## config.mk

```make
export PLATFORM = sky130hd
export DESIGN_NAME = fair_share_slice_scheduler
export DESIGN_NICKNAME = d
export VERILOG_FILES = /design/src/rtl/core/fss_pkg.sv /design/src/rtl/core/fss_ctrl.sv /design/src/rtl/core/fss_dp.sv /design/src/rtl/core/fair_share_slice_scheduler.sv
export SDC_FILE = /design/constraint.sdc
export NUM_CORES = 1
export LEC_CHECK = 0
export BUFFER_PORTS_ARGS = -buffer_cell sky130_fd_sc_hd__buf_4
export CORE_ASPECT_RATIO = 0.7
export CORE_MARGIN = 1.5
export CORE_UTILIZATION = 50
export CTS_BUF_LIST = sky130_fd_sc_hd__clkbuf_4
export DETAILED_ROUTE_END_ITERATION = 8
export GPL_ROUTABILITY_DRIVEN = 0
export HOLD_SLACK_MARGIN = 0.05
export PLACE_DENSITY = 0.67
export SLEW_MARGIN = 40
export SYNTH_ARGS = -nofsm -noshare
export SYNTH_HDL_FRONTEND = slang
export SYNTH_SLANG_ARGS = --single-unit
```

## constraint.sdc

```tcl
create_clock -name clk -period 12.7 [get_ports clk]
set_clock_uncertainty 0.05 [all_clocks]
set_input_delay 1.27 -clock clk [delete_from_list [all_inputs] [get_ports clk]]
set_output_delay 1.27 -clock clk [all_outputs]
set_load 0.01 [all_outputs]
```

## src/rtl/core/fss_pkg.sv

```systemverilog
`default_nettype none
// ----------------------------------------------------------------------------
// fss_pkg: shared types and constants
// Widths, codes, queue entry layout and controller/datapath interface.
// ----------------------------------------------------------------------------
package fss_pkg;

  localparam int QUEUE_DEPTH = 16;
  localparam int USER_COUNT  = 5;
  localparam int IDX_W       = $clog2(QUEUE_DEPTH + 1);
  localparam int ADDR_W      = $clog2(QUEUE_DEPTH);
  localparam int ID_W        = 10;
  localparam int OWN_W       = 3;
  localparam int PRI_W       = 8;
  localparam int TOT_W       = 31;
  localparam logic [TOT_W-1:0] TOTAL_MAX = {TOT_W{1'b1}};
  localparam logic [OWN_W-1:0] USER_LAST = OWN_W'(USER_COUNT - 1);
  localparam logic [IDX_W-1:0] DEPTH_CNT = IDX_W'(QUEUE_DEPTH);

  typedef enum logic [1:0] {
    ACT_INSERT   = 2'd0,
    ACT_REMOVE   = 2'd1,
    ACT_SCHEDULE = 2'd2,
    ACT_NONE     = 2'd3
  } action_t;

  typedef enum logic [1:0] {
    STS_SCHEDULED = 2'd0,
    STS_EMPTY     = 2'd1,
    STS_ACCEPTED  = 2'd2,
    STS_REFUSED   = 2'd3
  } status_t;

  typedef enum logic [1:0] {
    SEL_IN   = 2'd0,
    SEL_CUR  = 2'd1,
    SEL_ZERO = 2'd2
  } res_sel_t;

  typedef struct packed {
    logic [PRI_W-1:0] pri;
    logic [OWN_W-1:0] owner;
    logic [ID_W-1:0]  id;
  } entry_t;

  typedef enum logic [3:0] {
    S_IDLE, S_DECIDE, S_FIND_RD, S_FIND_CHK, S_SHIFT_RD, S_SHIFT_WR, S_PICK,
    S_PRES_RD, S_PRES_CHK, S_MIN, S_FIRST_RD, S_FIRST_CHK, S_RESP
  } state_t;

  typedef struct packed {
    logic     latch_in;
    logic     idx_clr;
    logic     idx_inc;
    logic     uidx_clr;
    logic     uidx_inc;
    logic     rd_next;
    logic     save_hit;
    logic     wr_ins;
    logic     wr_shift;
    logic     len_dec;
    logic     append;
    logic     clr_cur;
    logic     slice_dec;
    logic     pres_clr;
    logic     pres_upd;
    logic     min_upd;
    logic     set_cur;
    logic     res_set;
    status_t  res_status;
    res_sel_t res_sel;
    logic     out_load;
  } cmd_t;

  typedef struct packed {
    action_t action;
    logic    in_bad;
    logic    give_up;
    logic    cur_valid;
    logic    slices_zero;
    logic    at_end;
    logic    hit;
    logic    shift_end;
    logic    len_zero;
    logic    user_end;
    logic    owner_match;
    logic    out_free;
  } sts_t;

endpackage
`default_nettype wire

```

## src/rtl/core/fss_ctrl.sv

```systemverilog
`default_nettype none
// ----------------------------------------------------------------------------
// fss_ctrl: scheduler sequencer
// Steps the datapath through queue scans, shifts, user pick and response.
// ----------------------------------------------------------------------------
module fss_ctrl (
  input  wire             clk,
  input  wire             rst,
  input  wire             in_valid,
  output logic            in_ready,
  input  fss_pkg::sts_t   sts,
  output fss_pkg::cmd_t   cmd
);

  fss_pkg::state_t state, state_next;

  always_ff @(posedge clk) begin
    if (rst) begin
      state <= fss_pkg::S_IDLE;
    end else begin
      state <= state_next;
    end
  end

  always_comb begin
    state_next = state;
    case (state)
      fss_pkg::S_IDLE: begin
        if (in_valid) state_next = fss_pkg::S_DECIDE;
      end
      fss_pkg::S_DECIDE: begin
        case (sts.action)
          fss_pkg::ACT_INSERT:   state_next = sts.in_bad ? fss_pkg::S_RESP : fss_pkg::S_FIND_RD;
          fss_pkg::ACT_REMOVE:   state_next = fss_pkg::S_FIND_RD;
          fss_pkg::ACT_SCHEDULE: state_next = sts.cur_valid ? fss_pkg::S_FIND_RD : fss_pkg::S_PICK;
          default:               state_next = fss_pkg::S_RESP;
        endcase
      end
      fss_pkg::S_FIND_RD: begin
        if (!sts.at_end) begin
          state_next = fss_pkg::S_FIND_CHK;
        end else if (sts.action == fss_pkg::ACT_SCHEDULE) begin
          state_next = fss_pkg::S_PICK;
        end else begin
          state_next = fss_pkg::S_RESP;
        end
      end
      fss_pkg::S_FIND_CHK: begin
        if (!sts.hit) begin
          state_next = fss_pkg::S_FIND_RD;
        end else if (sts.action == fss_pkg::ACT_REMOVE) begin
          state_next = fss_pkg::S_SHIFT_RD;
        end else if (sts.action == fss_pkg::ACT_SCHEDULE &&
                     (sts.give_up || sts.slices_zero)) begin
          state_next = fss_pkg::S_SHIFT_RD;
        end else begin
          state_next = fss_pkg::S_RESP;
        end
      end
      fss_pkg::S_SHIFT_RD: begin
        if (!sts.shift_end) begin
          state_next = fss_pkg::S_SHIFT_WR;
        end else if (sts.action == fss_pkg::ACT_SCHEDULE) begin
          state_next = fss_pkg::S_PICK;
        end else begin
          state_next = fss_pkg::S_RESP;
        end
      end
      fss_pkg::S_SHIFT_WR:  state_next = fss_pkg::S_SHIFT_RD;
      fss_pkg::S_PICK:      state_next = sts.len_zero ? fss_pkg::S_RESP : fss_pkg::S_PRES_RD;
      fss_pkg::S_PRES_RD:   state_next = sts.at_end ? fss_pkg::S_MIN : fss_pkg::S_PRES_CHK;
      fss_pkg::S_PRES_CHK:  state_next = fss_pkg::S_PRES_RD;
      fss_pkg::S_MIN:       state_next = sts.user_end ? fss_pkg::S_FIRST_RD : fss_pkg::S_MIN;
      fss_pkg::S_FIRST_RD:  state_next = fss_pkg::S_FIRST_CHK;
      fss_pkg::S_FIRST_CHK: state_next = sts.owner_match ? fss_pkg::S_RESP : fss_pkg::S_FIRST_RD;
      fss_pkg::S_RESP: begin
        if (sts.out_free) state_next = fss_pkg::S_IDLE;
      end
      default: state_next = fss_pkg::S_IDLE;
    endcase
  end

  always_comb begin
    cmd = '0;
    in_ready = 1'b0;
    case (state)
      fss_pkg::S_IDLE: begin
        in_ready = 1'b1;
        cmd.latch_in = in_valid;
        cmd.idx_clr = 1'b1;
      end
      fss_pkg::S_DECIDE: begin
        if ((sts.action == fss_pkg::ACT_INSERT && sts.in_bad) ||
            sts.action == fss_pkg::ACT_NONE) begin
          cmd.res_set = 1'b1;
          cmd.res_status = fss_pkg::STS_REFUSED;
          cmd.res_sel = fss_pkg::SEL_IN;
        end
      end
      fss_pkg::S_FIND_RD: begin
        if (sts.at_end) begin
          if (sts.action == fss_pkg::ACT_INSERT) begin
            cmd.wr_ins = 1'b1;
            cmd.res_set = 1'b1;
            cmd.res_status = fss_pkg::STS_ACCEPTED;
            cmd.res_sel = fss_pkg::SEL_IN;
          end else if (sts.action == fss_pkg::ACT_REMOVE) begin
            cmd.res_set = 1'b1;
            cmd.res_status = fss_pkg::STS_REFUSED;
            cmd.res_sel = fss_pkg::SEL_IN;
          end
        end
      end
      fss_pkg::S_FIND_CHK: begin
        if (!sts.hit) begin
          cmd.idx_inc = 1'b1;
        end else if (sts.action == fss_pkg::ACT_INSERT) begin
          cmd.res_set = 1'b1;
          cmd.res_status = fss_pkg::STS_REFUSED;
          cmd.res_sel = fss_pkg::SEL_IN;
        end else if (sts.action == fss_pkg::ACT_SCHEDULE) begin
          if (!sts.give_up && !sts.slices_zero) begin
            cmd.slice_dec = 1'b1;
            cmd.res_set = 1'b1;
            cmd.res_status = fss_pkg::STS_SCHEDULED;
            cmd.res_sel = fss_pkg::SEL_CUR;
          end else begin
            cmd.save_hit = 1'b1;
          end
        end
      end
      fss_pkg::S_SHIFT_RD: begin
        if (!sts.shift_end) begin
          cmd.rd_next = 1'b1;
        end else if (sts.action == fss_pkg::ACT_SCHEDULE) begin
          cmd.append = 1'b1;
        end else begin
          cmd.len_dec = 1'b1;
          cmd.clr_cur = 1'b1;
          cmd.res_set = 1'b1;
          cmd.res_status = fss_pkg::STS_ACCEPTED;
          cmd.res_sel = fss_pkg::SEL_IN;
        end
      end
      fss_pkg::S_SHIFT_WR: begin
        cmd.wr_shift = 1'b1;
        cmd.idx_inc = 1'b1;
      end
      fss_pkg::S_PICK: begin
        cmd.idx_clr = 1'b1;
        cmd.uidx_clr = 1'b1;
        cmd.pres_clr = 1'b1;
        if (sts.len_zero) begin
          cmd.res_set = 1'b1;
          cmd.res_status = fss_pkg::STS_EMPTY;
          cmd.res_sel = fss_pkg::SEL_ZERO;
        end
      end
      fss_pkg::S_PRES_CHK: begin
        cmd.pres_upd = 1'b1;
        cmd.idx_inc = 1'b1;
      end
      fss_pkg::S_MIN: begin
        cmd.min_upd = 1'b1;
        cmd.uidx_inc = 1'b1;
        cmd.idx_clr = 1'b1;
      end
      fss_pkg::S_FIRST_CHK: begin
        if (sts.owner_match) begin
          cmd.set_cur = 1'b1;
          cmd.res_set = 1'b1;
          cmd.res_status = fss_pkg::STS_SCHEDULED;
          cmd.res_sel = fss_pkg::SEL_CUR;
        end else begin
          cmd.idx_inc = 1'b1;
        end
      end
      fss_pkg::S_RESP: begin
        cmd.out_load = sts.out_free;
      end
      default: ;
    endcase
  end

endmodule
`default_nettype wire

```

## src/rtl/core/fss_dp.sv

```systemverilog
`default_nettype none
// ----------------------------------------------------------------------------
// fss_dp: scheduler datapath
// Run queue memory, current task, user totals, pick registers, result register.
// ----------------------------------------------------------------------------
module fss_dp (
  input  wire                        clk,
  input  wire                        rst,
  input  wire  [23:0]                in_data,
  input  wire                        out_ready,
  output logic                       out_valid,
  output logic [15:0]                out_data,
  input  fss_pkg::cmd_t              cmd,
  output fss_pkg::sts_t              sts
);

  fss_pkg::entry_t                 mem [fss_pkg::QUEUE_DEPTH];
  fss_pkg::entry_t                 rd_data;
  fss_pkg::entry_t                 saved;
  logic [fss_pkg::TOT_W-1:0]       totals [fss_pkg::USER_COUNT];
  logic [fss_pkg::USER_COUNT-1:0]  present;
  logic [fss_pkg::IDX_W-1:0]       len;
  logic [fss_pkg::IDX_W-1:0]       idx;
  logic [fss_pkg::IDX_W-1:0]       idx_plus;
  logic [fss_pkg::OWN_W-1:0]       uidx;
  logic [fss_pkg::OWN_W-1:0]       best_user;
  logic [fss_pkg::TOT_W-1:0]       best_tot;
  logic                            best_found;
  logic [fss_pkg::ID_W-1:0]        cur_slot;
  logic                            cur_valid;
  logic [fss_pkg::PRI_W-1:0]       slices_left;
  fss_pkg::action_t                in_action;
  logic [fss_pkg::ID_W-1:0]        in_id;
  logic [fss_pkg::OWN_W-1:0]       in_owner;
  logic [fss_pkg::PRI_W-1:0]       in_pri;
  logic                            in_give;
  fss_pkg::status_t                res_status;
  fss_pkg::res_sel_t               res_sel;
  logic [fss_pkg::ADDR_W-1:0]      rd_addr;
  logic [fss_pkg::ID_W-1:0]        key;
  logic [fss_pkg::ID_W-1:0]        res_id;
  logic [fss_pkg::TOT_W:0]         sum;
  logic [fss_pkg::TOT_W-1:0]       uid_tot;

  assign idx_plus = idx + 1'b1;
  assign rd_addr  = cmd.rd_next ? idx_plus[fss_pkg::ADDR_W-1:0] : idx[fss_pkg::ADDR_W-1:0];
  assign key      = (in_action == fss_pkg::ACT_SCHEDULE) ? cur_slot : in_id;
  assign sum      = {1'b0, totals[saved.owner]} + {{(fss_pkg::TOT_W-fss_pkg::PRI_W+1){1'b0}}, saved.pri};
  assign uid_tot  = totals[uidx];

  always_ff @(posedge clk) begin
    rd_data <= mem[rd_addr];
    if (cmd.wr_ins) begin
      mem[len[fss_pkg::ADDR_W-1:0]] <= '{pri: in_pri, owner: in_owner, id: in_id};
    end else if (cmd.wr_shift) begin
      mem[idx[fss_pkg::ADDR_W-1:0]] <= rd_data;
    end else if (cmd.append) begin
      mem[fss_pkg::ADDR_W'(len - 1'b1)] <= saved;
    end
  end

  always_ff @(posedge clk) begin
    if (cmd.latch_in) begin
      in_action <= fss_pkg::action_t'(in_data[1:0]);
      in_id     <= in_data[11:2];
      in_owner  <= in_data[14:12];
      in_pri    <= in_data[22:15];
      in_give   <= in_data[23];
    end
    if (cmd.save_hit) saved <= rd_data;
    if (cmd.res_set) begin
      res_status <= cmd.res_status;
      res_sel    <= cmd.res_sel;
    end
    if (cmd.idx_clr) begin
      idx <= '0;
    end else if (cmd.idx_inc) begin
      idx <= idx_plus;
    end
    if (cmd.uidx_clr) begin
      uidx <= '0;
    end else if (cmd.uidx_inc) begin
      uidx <= uidx + 1'b1;
    end
    if (cmd.pres_clr) begin
      present    <= '0;
      best_found <= 1'b0;
      best_user  <= '0;
      best_tot   <= '0;
    end else begin
      if (cmd.pres_upd) present[rd_data.owner] <= 1'b1;
      if (cmd.min_upd && present[uidx] && (!best_found || uid_tot < best_tot)) begin
        best_found <= 1'b1;
        best_user  <= uidx;
        best_tot   <= uid_tot;
      end
    end
    if (cmd.out_load) begin
      out_data <= {4'b0, res_status, res_id};
    end
  end

  always_comb begin
    case (res_sel)
      fss_pkg::SEL_IN:  res_id = in_id;
      fss_pkg::SEL_CUR: res_id = cur_slot;
      default:          res_id = '0;
    endcase
  end

  always_ff @(posedge clk) begin
    if (rst) begin
      len         <= '0;
      cur_slot    <= '0;
      cur_valid   <= 1'b0;
      slices_left <= '0;
      out_valid   <= 1'b0;
      for (int u = 0; u < fss_pkg::USER_COUNT; u++) totals[u] <= '0;
    end else begin
      if (cmd.wr_ins) len <= len + 1'b1;
      if (cmd.len_dec) len <= len - 1'b1;
      if (cmd.clr_cur && cur_valid && cur_slot == in_id) cur_valid <= 1'b0;
      if (cmd.slice_dec) slices_left <= slices_left - 1'b1;
      if (cmd.append && saved.owner <= fss_pkg::USER_LAST) begin
        totals[saved.owner] <= sum[fss_pkg::TOT_W] ? fss_pkg::TOTAL_MAX : sum[fss_pkg::TOT_W-1:0];
      end
      if (cmd.set_cur) begin
        cur_slot    <= rd_data.id;
        cur_valid   <= 1'b1;
        slices_left <= rd_data.pri - 1'b1;
      end
      if (cmd.out_load) begin
        out_valid <= 1'b1;
      end else if (out_ready) begin
        out_valid <= 1'b0;
      end
    end
  end

  always_comb begin
    sts.action      = in_action;
    sts.in_bad      = (in_pri == '0) || (in_owner > fss_pkg::USER_LAST) ||
                      (len >= fss_pkg::DEPTH_CNT);
    sts.give_up     = in_give;
    sts.cur_valid   = cur_valid;
    sts.slices_zero = (slices_left == '0);
    sts.at_end      = (idx >= len);
    sts.hit         = (rd_data.id == key);
    sts.shift_end   = (idx_plus >= len);
    sts.len_zero    = (len == '0);
    sts.user_end    = (uidx == fss_pkg::USER_LAST);
    sts.owner_match = (rd_data.owner == best_user);
    sts.out_free    = !out_valid || out_ready;
  end

  a_len_bound: assert property (@(posedge clk) disable iff (rst)
    len <= fss_pkg::DEPTH_CNT) else $error("queue length over depth");
  a_ins_room: assert property (@(posedge clk) disable iff (rst)
    cmd.wr_ins |-> len < fss_pkg::DEPTH_CNT) else $error("insert into full queue");
  a_cur_set: assert property (@(posedge clk) disable iff (rst)
    cmd.set_cur |=> cur_valid && best_found) else $error("pick without candidate");

endmodule
`default_nettype wire

```

## src/rtl/core/fair_share_slice_scheduler.sv

```systemverilog
`default_nettype none
// ----------------------------------------------------------------------------
// fair_share_slice_scheduler: fair-share round-robin slice scheduler
// Run queue with per-user used-time totals; picks least-charged user's task.
// ----------------------------------------------------------------------------
// One item at a time: a reschedule walks the queue serially, and the next input
//   can be taken in the cycle after the result loads; a stalled result holds the
//   block until it is taken.
// Reset clears length, current task and all totals at once; no clearing pass.
// ----------------------------------------------------------------------------
module fair_share_slice_scheduler (
  input  wire         clk,
  input  wire         rst,
  input  wire         s_axis_tvalid,
  output logic        s_axis_tready,
  input  wire  [23:0] s_axis_tdata,  // action, task_id, owner, priority_req, give_up
  output logic        m_axis_tvalid,
  input  wire         m_axis_tready,
  output logic [15:0] m_axis_tdata   // chosen_id, status, zero pad
);

  fss_pkg::cmd_t cmd;
  fss_pkg::sts_t sts;

  fss_ctrl u_ctrl (
    .clk      (clk),
    .rst      (rst),
    .in_valid (s_axis_tvalid),
    .in_ready (s_axis_tready),
    .sts      (sts),
    .cmd      (cmd)
  );

  fss_dp u_dp (
    .clk       (clk),
    .rst       (rst),
    .in_data   (s_axis_tdata),
    .out_ready (m_axis_tready),
    .out_valid (m_axis_tvalid),
    .out_data  (m_axis_tdata),
    .cmd       (cmd),
    .sts       (sts)
  );

endmodule
`default_nettype wire

```

# ---- Word-level counts from Yosys, hierarchy flattened
# Memories as Yosys holds them, arrays and structs flattened. A register that Yosys moved wholly into a read port is not among the register bits.
# Cells that the tools add are included.
dict set report totals {
  reg_bits 138
  mem_bits_rw 491
  in_bits 28
  out_inout_bits 18
  elab_cells 201
  n_memories 2
}
# memory depth word_bits rd rd_ports_with_merged_regs wr line
set mem_list {}
lappend mem_list {u_dp.mem 16 21 1 1 1 fss_dp.sv:17} ;# fss_pkg::entry_t mem [fss_pkg::QUEUE_DEPTH];
lappend mem_list {u_dp.totals 5 31 2 2 5 fss_dp.sv:20} ;# logic [fss_pkg::TOT_W-1:0] totals [fss_pkg::USER_COUNT];
dict set report classes {
  add_sub_neg 7
  magnitude_cmp 9
  eq_ne 22
  muxes 102
  bitwise_logic 1
  n_reduce_logical 35
}
# operator count
set ops {}
lappend ops {{$mux 5} 13}
lappend ops {{$mux 31} 2}
lappend ops {{$mux 1} 52}
lappend ops {{$mux 4} 13}
lappend ops {{$pmux 4 s13} 1}
lappend ops {{$mux 21} 2}
lappend ops {{$reduce_or 21->1} 2}
lappend ops {{$add 31x8->32} 1}
lappend ops {{$lt 31x31->1} 1}
lappend ops {{$reduce_or 31->1} 1}
lappend ops {{$pmux 5 s6} 1}
lappend ops {{$mux 3} 8}
lappend ops {{$eq 10x10->1} 2}
lappend ops {{$eq 4x4->1 const B} 5}
lappend ops {{$pmux 10 s2} 1}
lappend ops {{$eq 4x3->1 const B} 4}
lappend ops {{$logic_not 8->1} 2}
lappend ops {{$mux 8} 2}
lappend ops {{$sub 8x1->8 const B} 2}
lappend ops {{$pmux 4 s3} 1}
lappend ops {{$add 5x1->5 const B} 2}
lappend ops {{$ge 5x5->1} 2}
lappend ops {{$mux 10} 1}
lappend ops {{$logic_and 1x1->1} 9}
lappend ops {{30 further kinds} 46}

# ---- Longest topological paths before layout
dict set report depth {
  ltp_word 10
  mapped_depth 19
  ltp_nobuf 12
}

# ---- Hierarchy
# Synthesis repeated with hierarchy kept, for this count alone.
dict set report unflattened {
  cells_unflattened 2172
  area_unflattened_um2 34196.5
}
# module instances cells_per_inst area_per_inst_um2 seq_area_each_um2
set modules_own_cells {}
lappend modules_own_cells {fss_dp 1 2061 33354.5 21370.5}
lappend modules_own_cells {fss_ctrl 1 111 842.1 80.1}

# ---- Least setup slack after synthesis
# OpenSTA, ideal clock, no wires.
dict set report synth_path {
  path_kind {reg2reg}
  startpoint {register with a tool-made name}
  endpoint {memory u_dp.totals[5][12] (netlist bit), data pin}
  setup_time_ns 0.275
  arrival_time_ns 4.487
  required_ns 12.375
  setup_slack_ns 7.888
  stages_incl_launch_ff 18
  n_path_buf 7
  synth_period_minus_slack_ns 4.812
  cell_sequence {dfxtp_1 > buf_4 > buf_4 > buf_2 > buf_2 > buf_1 > mux4_2 > mux2_2 > ha_1 > or3_1 > nor2_1 > a21boi_0 > nand4bb_1 > buf_2 > nor3_1 > buf_2 > a21oi_1 > inv_1}
}
# item line
set synth_lines {}
lappend synth_lines {{end: declaration} fss_dp.sv:20}

# ---- Worst setup path after layout
dict set report layout_path {
  startpoint {register u_dp.idx[2] (netlist bit)}
  endpoint {register u_dp.rd_data[0] (netlist name)}
}
dict set report layout_between {
  elab_chain_cells 5
}
# item line
set layout_rtl {}
lappend layout_rtl {{start: declaration} fss_dp.sv:23} ;# logic [fss_pkg::IDX_W-1:0] idx;
lappend layout_rtl {{start signal: assignment} fss_dp.sv:78} ;# idx <= idx_plus;
lappend layout_rtl {{$add 5x1->5 *} fss_dp.sv:45} ;# assign idx_plus = idx + 1'b1;
lappend layout_rtl {{named net u_dp.idx_plus, one bit} fss_dp.sv:24} ;# logic [fss_pkg::IDX_W-1:0] idx_plus;
lappend layout_rtl {{$ge 5x5->1} fss_dp.sv:149} ;# sts.shift_end = (idx_plus >= len);
lappend layout_rtl {{$mux 1} fss_ctrl.sv:133} ;# if (!sts.shift_end) begin
lappend layout_rtl {{$mux 1} fss_ctrl.sv:86} ;# case (state)
lappend layout_rtl {{$mux 4 *} fss_dp.sv:46} ;# assign rd_addr = cmd.rd_next ? idx_plus[fss_pkg::ADDR_W-1:0] : idx[fss_pkg::ADDR_W-1:0];
# The timed path passes the listed nets; every way through them passes the cells marked *.
# A chain may end at the register's enable or synchronous reset.

==> key figures <==
Logic synthesis
  • Synth area leader: edfxtp_1
  • Post-synthesis xor/xnor area fraction: 0.0144
  • Most area-consuming cells after synthesis: edfxtp_1 56%, mux4_2 7.7%, dfxtp_1 6.0%
  • Post-synthesis mux area share: 0.158
  • Top FF cell, synth: edfxtp_1
  • Sequential fraction of the synthesis area: 0.620
  • Simple-Gate Fraction of Synth Area: 0.0920
  • Share of the synthesized area in the top cell type: 0.560
  • Largest family of logic cells by synthesized area: multiplexers
  • Synthesized area per cell: 13.9 µm²
  • Yosys synthesis warning count: 0
  • Syn Inst Count: 2481
  • Post-Syn Area: 34600 µm²
  • Number of flops mapped to enable cells by yosys: 645
  • Distinct cells, synth: 87
  • Compound-cell area share of the yosys netlist: 0.0634
  • Synth Area in Adders: 0.0223
  • Async set-reset flop share out of synthesis: 0
  • Flops & latches, synth: 749

Detailed routing
  • Final ANT Viol Nets: 0
  • Drt first pass iters: 7
  • WL final: 88.7 mm
  • DRC viols: 0
  • Via-to-Cell Ratio: 5.98
  • Routed length per instance: 23.4 µm
  • Initial drt markers: 2567
  • Routed vias: 22600

Pwr
  • Clk pwr share: 0.298
  • Sequential share of power: 0.464
  • Share of power burned in combinational logic: 0.239
  • Switching Share: 0.315
  • Cell Int Power: 4900 µW
  • Leak: 0.0138 µW
  • Pwr dens: 183 nW/µm²
  • Worst VDD drop: 0.125 mV
  • Switching pwr: 2250 µW

Floorplanning
  • Die Wd: 317 µm
  • Row cnt: 80
  • IO Count: 46
  • Area of the die: 70800 µm²
  • Core box area: 68300 µm²
  • Die span in y: 223 µm
  • Starting Density: 0.507

Timing
  • Final Hold Fails: 0
  • Fin crit share: 0.426
  • WHS: 0.324 ns
  • Final Setup Violations: 0
  • RSZ-0062 raised after global routing: no
  • Slew margin rel.: 0.454
  • Slew Limit Fails: 0
  • Tmin final: 5.41 ns
  • F_max: 0.185 GHz
  • Slew @ Worst Pin: 0.796 ns
  • TNS Setup: 0 ns

CTS
  • Total CTS buffers: 181
  • Clock buffer depth: 3
  • Clock root buffer: clkbuf_4
  • Clock Latency Late Sink: 1.11 ns
  • Cts repair resizes: 0
  • H-Tree Level Count: 4
  • Reg clk slew, reported paths: 0.07 ns
  • Sink Count: 749
  • Setup Buffers After CTS: 0
  • Hold-fix buffers at CTS: 0
  • CTS tree: built

Critical path
  • Worst Path Max Fanout: 54
  • Largest stage delay, worst path: 0.75 ns
  • Critical path's slowest cell: dfxtp_1
  • WP buf/inv: 2
  • CP Data Required Time: 13.59 ns
  • Most frequent CP cell: buf_4
  • Delay-heaviest family, CP: simple AND/OR/NAND/NOR gates
  • Worst EP arrival: 6.30 ns
  • Setup crit start kind: flip-flop
  • Sequence of cells on the critical path: nand3_1, xnor2_1, ha_1, or3_1, o221ai_1, and4_1, xor2_4, buf_4, buf_4, mux2_2, a222oi_1, or4b_1
  • CP Class: flip-flop to flip-flop
  • Kind of end point of the critical path: flip-flop

Global route
  • Initial antenna violation count: 3
  • GRT Total Usage: 0.256
  • Largest net degree at the start of global routing: 68
  • Vias in the first global route: 22200
  • First-pass GRT wire length: 134 mm
  • GRT overflow: 0

Run status
  • Outcome: complete, no violations

Final layout
  • Fin nets: 2807
  • Fillers: 5493
  • Layout cell share with drive strength beyond 1: 0.255
  • Area Overhead vs Synth: 13.0%

Min path
  • Worst Hold Class: primary input to flip-flop

Placement
  • Port Buffers: 41
  • Post-DP HPWL: 54.6 mm

Run
  • Max cap viols: 0
[layout make-up]
type,count,area (µm²),share of cell area
Antenna cell,7,17.5,0.000448
Tap cell,902,1130,0.0289
Timing Repair Buffer,108,897,0.0229
Clock inverter,44,318,0.00813
Multi-Input combinational cell,1593,12700,0.326
Clock buffer,294,2210,0.0564
Inverter,85,319,0.00816
Sequential cell,749,21500,0.549
[worst paths after layout]
path / start / endpoint / slack (ns) / cells after the start
max: u_dp.idx[2] / u_dp.rd_data[0] / 7.29 / 12
min: s_axis_tdata[3] / u_dp.in_id[1] / 0.32 / 1
max reg2reg: u_dp.idx[2] / u_dp.rd_data[0] / 7.29 / 12
min reg2reg: u_dp.best_tot[0] / u_dp.best_tot[0] / 0.42 / 2
[cell usage in the layout (no fill, tap or decap), drive strengths merged, types with 8 or more instances in the layout]
| master | n |
|---|---|
| dfxtp | 104 |
| ha | 60 |
| and3 | 8 |
| a21boi | 24 |
| xnor2 | 37 |
| o22ai | 51 |
| a21o | 8 |
| a31oi | 31 |
| nor2 | 258 |
| o21ai | 60 |
| mux2 | 113 |
| conb | 97 |
| nand4 | 16 |
| buf | 108 |
| a211oi | 15 |
| a222oi | 22 |
| nor3 | 26 |
| clkinv | 32 |
| nor2b | 9 |
| mux2i | 133 |
| mux4 | 125 |
| nor4 | 16 |
| nand2b | 15 |
| o21a | 8 |
| or3 | 12 |
| edfxtp | 645 |
| or4b | 23 |
| clkbuf | 294 |
| xor2 | 19 |
| inv | 90 |
| nand3 | 59 |
| a21oi | 69 |
| nand2 | 194 |
[flip-flops by register name (all words and copies together) (netlist names), 3 cells and up, named ones only]
signal            flops
u_ctrl.state          4
u_dp.best_tot        31
u_dp.best_user        3
u_dp.cur_slot        10
u_dp.idx              5
u_dp.in_id           10
u_dp.in_owner         3
u_dp.in_pri           8
u_dp.len              5
u_dp.mem            336
u_dp.out_data        12
u_dp.present          5
u_dp.rd_data         21
u_dp.saved           21
u_dp.slices_left      8
u_dp.totals         248
u_dp.uidx             3
[synthesized netlist by cell type (all sizes together), types with 16 or more instances]
master  instances
ha             60
buf            71
xor2           19
nand2         194
a21oi          69
o21ai          60
nand4          16
dfxtp         104
nor4           16
edfxtp        645
a21boi         24
nor3           26
nor2          258
a31oi          31
nand3          59
mux2          113
mux4          125
xnor2          37
clkbuf         79
or4b           23
inv            85
mux2i         133
o22ai          51
a222oi         22
[metal layers]
| metal | GRT usage | up-vias | part of all wire |
|---|---|---|---|
| li1 | - | 10000 | - |
| met3 | 0.0774 | 109 | 0.12 |
| met5 | 0 | - | 0 |
| met1 | 0.398 | 11300 | 0.45 |
| met2 | 0.342 | 1169 | 0.41 |
| met4 | 0.0734 | 0 | 0.014 |
[worst register-to-register path, delay by kind of cell (launching register included)]
kind	cells	cell delay [ns]
adder cells (fa/ha/maj)	1	0.25
AO/OA/AOI/OAI	2	0.62
AND/OR/NAND/NOR	4	1.48
flip-flops	1	0.75
XOR/XNOR	2	0.32
multiplexers	1	0.43
buffers and inverters	2	1.38
[cells by family (layout without fill, tap and decap cells)]
logic type | after synthesis | count (layout)
DFF | 749 | 749
and+or+nand+nor | 677 | 677
muxes | 371 | 371
AOI/OAI and AO/OA | 331 | 331
buffers and inverters | 235 | 531
adders and majority gates | 61 | 61
xor gates and xnor gates | 56 | 56
other | 1 | 104
[through the flow]
stage / instances / total power [µW] / instance area (µm²) / worst slack (ns) / util
2_1_floorplan: 2577 / 4410 / 35000 / 7.89 / -
3_5_place_dp: 3436 / 5040 / 36500 / 7.32 / 0.535
6_report: 3782 / 7150 / 39100 / 7.29 / 0.573
3_3_place_gp: 3432 / 4940 / 36300 / 7.26 / 0.532
4_1_cts: 3774 / 7170 / 39000 / 7.32 / 0.572
5_1_grt: 3778 / 7510 / 39100 / 6.95 / 0.573
[power groups by stage]
stage / registers (µW) / clock network (µW) / logic, µW
3_5_place_dp: 3360 / 0 / 1670
2_1_floorplan: 3180 / 0 / 1230
4_1_cts: 3310 / 2170 / 1690
6_report: 3320 / 2130 / 1710
3_3_place_gp: 3360 / 0 / 1580
5_1_grt: 3340 / 2300 / 1870
Note: power is estimated with default switching activity, not from simulation.
